==> config.mk <==
export PLATFORM = sky130hd
export DESIGN_NAME = stable_rank_sort_permutation
export DESIGN_NICKNAME = d
export VERILOG_FILES = /design/src/sv/srsp_pkg.sv /design/src/sv/stable_rank_sort_permutation.sv
export SDC_FILE = /design/constraint.sdc
export NUM_CORES = 2
export LEC_CHECK = 0
export CAP_MARGIN = 25
export CORE_MARGIN = 4
export CORE_UTILIZATION = 53
export CTS_CLUSTER_SIZE = 40
export DETAILED_ROUTE_END_ITERATION = 10
export DONT_BUFFER_PORTS = 1
export GPL_TIMING_DRIVEN = 0
export PLACE_DENSITY = 0.68
export SYNTH_ARGS = -nofsm -noshare
export SYNTH_HDL_FRONTEND = slang
export SYNTH_SLANG_ARGS = --single-unit
export TNS_END_PERCENT = 100
==> constraint.sdc <==
create_clock -name clk -period 7 [get_ports clk]
set_input_delay 1.05 -clock clk [delete_from_list [all_inputs] [get_ports clk]]
set_output_delay 1.05 -clock clk [all_outputs]
set_load 0.005 [all_outputs]
==> src/sv/srsp_pkg.sv <==
package srsp_pkg;

	localparam int KEY_W = 32;
	localparam int IDX_OUT_W = 6;

	typedef enum logic [5:0] {
		ST_LOAD    = 6'b000001,
		ST_RANK_LD = 6'b000010,
		ST_RANK_LI = 6'b000100,
		ST_RANK_CMP = 6'b001000,
		ST_EMIT_RD = 6'b010000,
		ST_EMIT_LD = 6'b100000
	} state_t;

endpackage

==> src/sv/stable_rank_sort_permutation.sv <==
// stable rank sort, permutation output
// key channel: one sort_key per beat, last_key closes the set. keys past
// MAX_KEYS are dropped and raise overflow for the set.
// perm channel: after the closing beat the block emits one orig_index per
// sorted position, in rank order, with last_out on the final beat and the
// set's overflow flag on every beat.
// ranking uses one signed comparator over the key memory: for each of the
// n stored keys the sequencer fetches it, latches it, then compares it with
// each of the n stored keys in turn. after ranking, results come one at a
// time, each by a perm memory read and then an output register load.
// key_ready is low from the closing beat until the final result is loaded
// into the output register. the output register holds while perm_ready is
// low, and the sequencer waits for it. the next set may load while the
// final result is still waiting.
// reset clears the sequencer, key count, overflow flag and output valid.
// the key and perm memories are not cleared, and need not be.
module stable_rank_sort_permutation #(
	parameter int MAX_KEYS = 64
) (
	input  logic                                 clk,
	input  logic                                 arst_n,
	input  logic                                 key_valid,
	output logic                                 key_ready,
	input  logic signed [srsp_pkg::KEY_W-1:0]    sort_key,
	input  logic                                 last_key,
	output logic                                 perm_valid,
	input  logic                                 perm_ready,
	output logic        [srsp_pkg::IDX_OUT_W-1:0] orig_index,
	output logic                                 last_out,
	output logic                                 overflow
);
	import srsp_pkg::*;

	localparam int IW = $clog2(MAX_KEYS);
	localparam int CW = $clog2(MAX_KEYS + 1);

	state_t state_q;
	logic [CW-1:0] count_q;
	logic ovf_q;
	logic [IW-1:0] i_q;
	logic [IW-1:0] j_q;
	logic [IW-1:0] e_q;
	logic [IW-1:0] rank_q;
	logic signed [KEY_W-1:0] key_i_q;
	logic signed [KEY_W-1:0] key_rd_q;
	logic [IDX_OUT_W-1:0] perm_rd_q;
	logic signed [KEY_W-1:0] key_mem [MAX_KEYS];
	logic [IDX_OUT_W-1:0] perm_mem [MAX_KEYS];

	logic key_acc;
	logic full;
	logic [CW-1:0] last_pos;
	logic [IW-1:0] key_rd_addr;
	logic hit;
	logic [IW-1:0] rank_final;
	logic j_last;
	logic i_last;
	logic e_last;
	logic out_free;
	logic out_load;

	assign key_ready = (state_q == ST_LOAD);
	assign key_acc = key_valid && key_ready;
	assign full = (count_q == CW'(MAX_KEYS));
	assign last_pos = count_q - CW'(1);
	assign j_last = (CW'(j_q) == last_pos);
	assign i_last = (CW'(i_q) == last_pos);
	assign e_last = (CW'(e_q) == last_pos);
	assign out_free = !perm_valid || perm_ready;
	assign out_load = (state_q == ST_EMIT_LD) && out_free;

	// one shared comparator: stored key j against key i, ties by arrival
	assign hit = (key_rd_q < key_i_q) || ((key_rd_q == key_i_q) && (j_q < i_q));
	assign rank_final = rank_q + IW'(hit);

	always_comb begin
		unique case (state_q)
			ST_RANK_LD:  key_rd_addr = i_q;
			ST_RANK_CMP: key_rd_addr = j_q + IW'(1);
			default:     key_rd_addr = '0;
		endcase
	end

	always_ff @(posedge clk) begin
		if (key_acc && !full) begin
			key_mem[count_q[IW-1:0]] <= sort_key;
		end
		key_rd_q <= key_mem[key_rd_addr];
	end

	always_ff @(posedge clk) begin
		if (state_q == ST_RANK_CMP && j_last) begin
			perm_mem[rank_final] <= IDX_OUT_W'(i_q);
		end
		if (state_q == ST_EMIT_RD) begin
			perm_rd_q <= perm_mem[e_q];
		end
	end

	always_ff @(posedge clk) begin
		if (state_q == ST_RANK_LI) begin
			key_i_q <= key_rd_q;
		end
		if (out_load) begin
			orig_index <= perm_rd_q;
			last_out   <= e_last;
			overflow   <= ovf_q;
		end
	end

	always_ff @(posedge clk or negedge arst_n) begin
		if (!arst_n) begin
			state_q    <= ST_LOAD;
			count_q    <= '0;
			ovf_q      <= 1'b0;
			i_q        <= '0;
			j_q        <= '0;
			e_q        <= '0;
			rank_q     <= '0;
			perm_valid <= 1'b0;
		end else begin
			perm_valid <= out_load || (perm_valid && !perm_ready);
			unique case (state_q)
				ST_LOAD: begin
					if (key_acc) begin
						if (full) begin
							ovf_q <= 1'b1;
						end else begin
							count_q <= count_q + CW'(1);
						end
						if (last_key) begin
							i_q     <= '0;
							state_q <= ST_RANK_LD;
						end
					end
				end
				ST_RANK_LD: begin
					state_q <= ST_RANK_LI;
				end
				ST_RANK_LI: begin
					j_q     <= '0;
					rank_q  <= '0;
					state_q <= ST_RANK_CMP;
				end
				ST_RANK_CMP: begin
					if (j_last) begin
						rank_q <= '0;
						if (i_last) begin
							e_q     <= '0;
							state_q <= ST_EMIT_RD;
						end else begin
							i_q     <= i_q + IW'(1);
							state_q <= ST_RANK_LD;
						end
					end else begin
						rank_q <= rank_final;
						j_q    <= j_q + IW'(1);
					end
				end
				ST_EMIT_RD: begin
					state_q <= ST_EMIT_LD;
				end
				ST_EMIT_LD: begin
					if (out_free) begin
						if (e_last) begin
							count_q <= '0;
							ovf_q   <= 1'b0;
							state_q <= ST_LOAD;
						end else begin
							e_q     <= e_q + IW'(1);
							state_q <= ST_EMIT_RD;
						end
					end
				end
				default: begin
					state_q <= ST_LOAD;
				end
			endcase
		end
	end

	a_count_range: assert property (@(posedge clk) disable iff (!arst_n)
		count_q <= CW'(MAX_KEYS))
		else $error("key count past capacity");

	a_cmp_in_set: assert property (@(posedge clk) disable iff (!arst_n)
		(state_q == ST_RANK_CMP) |-> (CW'(j_q) < count_q) && (CW'(i_q) < count_q))
		else $error("rank compare outside stored set");

	a_close_starts_rank: assert property (@(posedge clk) disable iff (!arst_n)
		(key_acc && last_key) |=> (state_q == ST_RANK_LD) && (count_q != '0))
		else $error("closing beat did not start ranking");

	a_set_cleared: assert property (@(posedge clk) disable iff (!arst_n)
		(state_q == ST_EMIT_LD && out_free && e_last)
			|=> (count_q == '0) && !ovf_q && perm_valid && last_out)
		else $error("set not cleared after final result");

endmodule
# Yosys cells after proc, flatten, opt, wreduce, memory -nomap -nowiden
# Memories as Yosys holds them, arrays and structs flattened. A register that Yosys moved wholly into a read port is not among the register bits.
# Index checks and enable logic that the tools add are counted.
[word_totals] out_inout_bits=10 reg_bits=79 mem_bits_rw=2432 inputBits=37 n_memories=2 wordCells=102
[mem_list] memory="key_mem" words=64 word_bits=32 rd=1 rd_clocked_by_memory_dff=1 wr=1 line_no="stable_rank_sort_permutation.sv:47" rtl="logic signed [KEY_W-1:0] key_mem [MAX_KEYS];"
[mem_list] memory="perm_mem" words=64 word_bits=6 rd=1 rd_clocked_by_memory_dff=1 wr=1 line_no="stable_rank_sort_permutation.sv:48" rtl="logic [IDX_OUT_W-1:0] perm_mem [MAX_KEYS];"
[op_classes] muxes=36 n_eq_ne=22 n_lt_le_gt_ge=2 addsub=6 n_reduce_logical=22
[ops] operator="6-bit two-way mux" n=14
[ops] operator="6-bit case mux with 2 select lines" n=5
[ops] operator="6-bit case mux with 6 select lines" n=1
[ops] operator="32-bit equality test" n=1
[ops] operator="32-bit less-than comparator" n=1
[ops] operator="7-bit two-way mux" n=4
[ops] operator="6-bit by 7-bit equality test with 1-bit output" n=3
[ops] operator="5-bit AND reduction" n=4
[ops] operator="6-bit by 1-bit adder with 6-bit output (second input constant)" n=3
[ops] operator="2-bit inequality test (second input constant)" n=8
[ops] operator="7-bit case mux with 2 select lines" n=1
[ops] operator="5-bit two-way mux" n=2
[ops] operator="1-bit two-way mux" n=8
[ops] operator="2-bit nonzero test" n=4
[ops] operator="7-bit by 1-bit adder with 7-bit output (second input constant)" n=1
[ops] operator="7-bit equality test (second input constant)" n=1
[ops] operator="7-bit by 1-bit subtractor with 7-bit output (second input constant)" n=1
[ops] operator="6-bit by 1-bit adder with 6-bit output" n=1
[ops] operator="6-bit by 1-bit equality test with 1-bit output (second input constant)" n=1
[ops] operator="6-bit by 2-bit equality test with 1-bit output (second input constant)" n=1
[ops] operator="6-bit by 3-bit equality test with 1-bit output (second input constant)" n=1
[ops] operator="6-bit by 4-bit equality test with 1-bit output (second input constant)" n=1
[ops] operator="6-bit by 5-bit equality test with 1-bit output (second input constant)" n=1
[ops] operator="6-bit equality test (second input constant)" n=1
[ops] operator="other kinds (8)" n=19

# Logic depth before layout (Yosys ltp)
[depth] word_depth=6 depth_mapped=16 depth_no_buf=16

# Worst setup path before layout
# OpenSTA, ideal clock, no wires.
[synth_timing] path_type="flip-flop to flip-flop" from="register state_q[2]" to="memory key_mem[24][0], enable pin" required_time_ns=6.498 setup_time_ns=0.502 t_arrival_ns=4.810 path_buffers=2 setup_slack_ns=1.688 period_less_slack_ns=5.312 stages_incl_launch_ff=7 path_cell_list="dfrtp_1 buf_4 or4_1 buf_2 nor3_2 nand3_1 nor4_1"
[synth_via] elab_chain_cells=5
[synth_rtl] element="start, declared" line_no="stable_rank_sort_permutation.sv:37" rtl="state_t state_q;"
[synth_rtl] element="start signal, assigned" line_no="stable_rank_sort_permutation.sv:113" rtl="state_q <= ST_LOAD;"
[synth_rtl] element="start signal, assigned" line_no="stable_rank_sort_permutation.sv:133" rtl="state_q <= ST_RANK_LD;"
[synth_rtl] element="start signal, assigned" line_no="stable_rank_sort_permutation.sv:138" rtl="state_q <= ST_RANK_LI;"
[synth_rtl] element="6-bit by 1-bit equality test with 1-bit output" line_no="stable_rank_sort_permutation.sv:62" rtl="assign key_ready = (state_q == ST_LOAD);"
[synth_rtl] element="via key_ready" line_no="stable_rank_sort_permutation.sv:23" rtl="output logic key_ready,"
[synth_rtl] element="1-bit logical AND" line_no="stable_rank_sort_permutation.sv:63" rtl="assign key_acc = key_valid && key_ready;"
[synth_rtl] element="1-bit logical AND" line_no="stable_rank_sort_permutation.sv:85" rtl="if (key_acc && !full) begin"
[synth_rtl] element="1-bit two-way mux" line_no="stable_rank_sort_permutation.sv:85"
[synth_rtl] element="1-bit two-way mux (implied by the code)" line_no="stable_rank_sort_permutation.sv:86" rtl="key_mem[count_q[IW-1:0]] <= sort_key;"
[synth_rtl] element="end, declared" line_no="stable_rank_sort_permutation.sv:47"
# The timed path passes the listed nets, and every way through them passes these cells.

# Final worst setup path
[layout_timing] from="register state_q[0]" to="register key_rd_q[3], read port of key_mem"
[layout_via] elab_chain_cells=2
[layout_rtl] element="6-bit by 4-bit equality test with 1-bit output or 6-bit by 2-bit equality test with 1-bit output (tied branches)" line_no="stable_rank_sort_permutation.sv:77" rtl="unique case (state_q)"
[layout_rtl] element="6-bit case mux with 2 select lines *" line_no="stable_rank_sort_permutation.sv:77"
[layout_rtl] element="end, declared" line_no="stable_rank_sort_permutation.sv:45" rtl="logic signed [KEY_W-1:0] key_rd_q;"
# Every way passes the cells marked *; elsewhere a longest branch is shown, timed or not.
# A chain may end at the register's enable or synchronous reset.

==> flow_metrics.tcl <==
set metrics [dict create \
    outcome "finished, final reports clean" \
    grt_overflow 0 \
    final_core_util_pct 60.91 \
    postRouteAntennaNets 0 \
    postCtsSetupBuffers 0 \
    yosysWarningCount 0 \
    fin_nets 6839 \
    whs_ps 209.7 \
    power_mw 32.23 \
    synth_adder_area_share_pct 0.5536 \
    die_w_um 441.2 \
    start_util_pct 53.46 \
    synth.area.top_cells "edfxtp_1 (75%), nand2_1 (4.9%), mux2i_1 (3.5%)" \
    first_global_vias 58210 \
    place_inst 8946 \
    setup_viol 0 \
    die_area_um2 194600 \
    yosys-top-cells-count "edfxtp_1 (2478), nand2_1 (1291), nand3_1 (392)" \
    drc 0 \
    slew_violations 0 \
    fin_skew_ps 50.73 \
    crit_arrival_ps 6680 \
    post-route-min-period_ps 6028 \
    startpoint_type "flip-flop" \
    syn-num-nets 6456 \
    insertion_delay_ps 930 \
    via_count 61490 \
    antenna_found_initial 18 \
    grt_usage_pct 31.82 \
    path_clk_slew_ps 60 \
    crit_path_max_incr_delay_ps 1050 \
    fillCellCount 13370 \
    grt_pass1_wl_um 434400 \
    cts_tree "built" \
    yosysMostFrequentCell "edfxtp_1" \
    crit_top_cell "clkbuf_1" \
    synthCells 6375 \
    drtIter0Drc 10750 \
    hold_class "input pin to flip-flop" \
    synth-main-ff-cell "edfxtp_1" \
    path_class "flip-flop to flip-flop" \
    fin_ws_ps 971.6 \
    stdcell_count 9439 \
    power.density_nw_per_um2 284.4 \
    synthSimpleGateAreaFrac_pct 10.09 \
    synth_compound_area_share_pct 4.326 \
    max_cap_violations 0 \
    synth_seq_cells 2549 \
    required_ps 7650 \
    synth-edff-count 2478 \
    slew_headroom_pct 4.143 \
    synthesis.area_um2 99450 \
    htreeDepth 5 \
    rsz0062_at_grt "false" \
    cts_hold_buffers 2 \
    layout-drive-gt1-share_pct 11.89 \
    ir_drop_v 0.0002811 \
    cts.path.max_buffers 4 \
    portBuffers 0 \
    critPathCaptureType "flip-flop" \
    fin_tns_setup_ps 0 \
    synth_top_family_by_area "simple AND/OR/NAND/NOR gates" \
    drt_pass1_iterations 7 \
    syn_area_per_cell_um2 15.60 \
    path_cells "clkbuf_1 > nand2b_1 > nor2_4 > a22oi_1 > buf_2 > buf_1 > clkbuf_1 > a31oi_1 > a32oi_1 > nand4_1" \
    clock.fmax_mhz 165.9 \
    place_ws_ps 1123 \
    final_cell_area_um2 113300 \
    fin_crit_sh_pct 86.12 \
    via_per_inst 6.515 \
    p_leak_nw 37.16 \
    async_flop_share_pct 1.530 \
    numCtsBuffers 275 \
    worst_pin_slew_ps 1438 \
    synth_seq_area_share_pct 76.45 \
    synth_top_cell_area_share_pct 74.83 \
    syn2layout_area_growth_pct 13.95 \
    grt_start_max_net_pins 65 \
    synth.largest_area_cell "edfxtp_1" \
    cts_root_buf "clkbuf_16" \
    slowest_stage "a22oi_1" \
    yosysUniqueCellTypes 78 \
    gp_congestion 0.9817 \
    clock_sinks 2549 \
    finalHoldViolCount 0 \
    wirelength_um 311800 \
    io_pins 47 \
    die-height_um 441.2 \
    wl_per_cell_um 33.03 \
    fp-row-count 158 \
    hpwl_um 206300 \
    cp_max_fo 10 \
    postPlaceCellArea_um2 104700 \
    cts_resized 0 \
    core_um2 186000 \
    synthMuxAreaShare_pct 6.326 \
    synthXorXnorAreaFrac_pct 0.3322 \
]
-- report_power, final --
part           switching, mW  total [mW]  internal, mW
registers             0.0723        17.0          17.0
logic                   1.03        1.42         0.396
clock network           5.74        13.8          8.03
-- layout by cell type, fill, tap and decap left out, types with 33 or more instances in the layout --
master / n
ha_1: 44
mux2i_1: 345
buf_12: 62
nand3_1: 392
nor2_4: 62
mux4_2: 126
clkbuf_16: 283
a31oi_1: 112
nand4_1: 171
inv_1: 54
buf_2: 143
a32oi_1: 199
a222oi_1: 57
nor2_1: 223
o22ai_1: 43
clkinv_2: 33
nand2_1: 1291
clkinv_1: 63
edfxtp_1: 2478
clkbuf_1: 218
o21ai_0: 34
buf_1: 76
-- area by class of cell --
class / count / area, µm² / area share (%)
diodes: 12 / 30.03 / 0.02650
plain buffers: 389 / 1700 / 1.501
clock buffers: 347 / 7332 / 6.470
clock inverters: 119 / 987.2 / 0.8712
inverters: 56 / 210.2 / 0.1855
multi-input cells: 3381 / 21990 / 19.40
flip-flops and latches: 2549 / 76040 / 67.10
well taps: 2480 / 3103 / 2.738
repair buffers: 106 / 1931 / 1.704
-- path summary, 6_finish.rpt --
path	slack (ps)	cells past startpoint	end	startpoint
worst min register to register	430	0	key_i_q[19]	key_rd_q[19]
min in group asynchronous	600	2	e_q[5]	arst_n
max in group asynchronous	6130	2	state_q[0]	arst_n
worst min-delay path	210	0	key_mem[13][3]	sort_key[3]
worst max register to register	970	10	key_rd_q[3]	state_q[0]
worst max-delay path	970	10	key_rd_q[3]	state_q[0]
-- critical path: cells and delay by family, from the launching register on --
family,cells,cell delay (ps)
flops,1,510
compound gates,3,2020
buf+inv,4,2210
simple gates,3,1000
-- layer usage --
layer  part of all wire, %  track usage, %  wire, µm
met1                    35           41.96    110400
met2                    44           47.07    137800
met3                    15           11.93     46410
met4                   5.5           15.11     17140
met5                 0.021               0        66
-- sequential cells by signal, summed over array words and instances (netlist names) --
register    count
key_rd_q       32
overflow        1
count_q         7
perm_valid      1
perm_rd_q       6
key_mem      2048
ovf_q           1
key_i_q        32
perm_mem      384
e_q             6
i_q             6
state_q         6
j_q             6
last_out        1
orig_index      6
rank_q          6
-- cells by family (layout without fill, tap and decap cells) --
family | after synthesis | in the layout
flip-flops | 2549 | 2549
AND/OR/NAND/NOR | 2281 | 2281
AO/OA/AOI/OAI | 552 | 552
multiplexers | 471 | 471
buffers and inverters | 445 | 1017
adder cells (fa/ha/maj) | 44 | 44
XOR/XNOR | 33 | 33
other | 0 | 12
No activity file was read; power rests on OpenSTA's default activity.
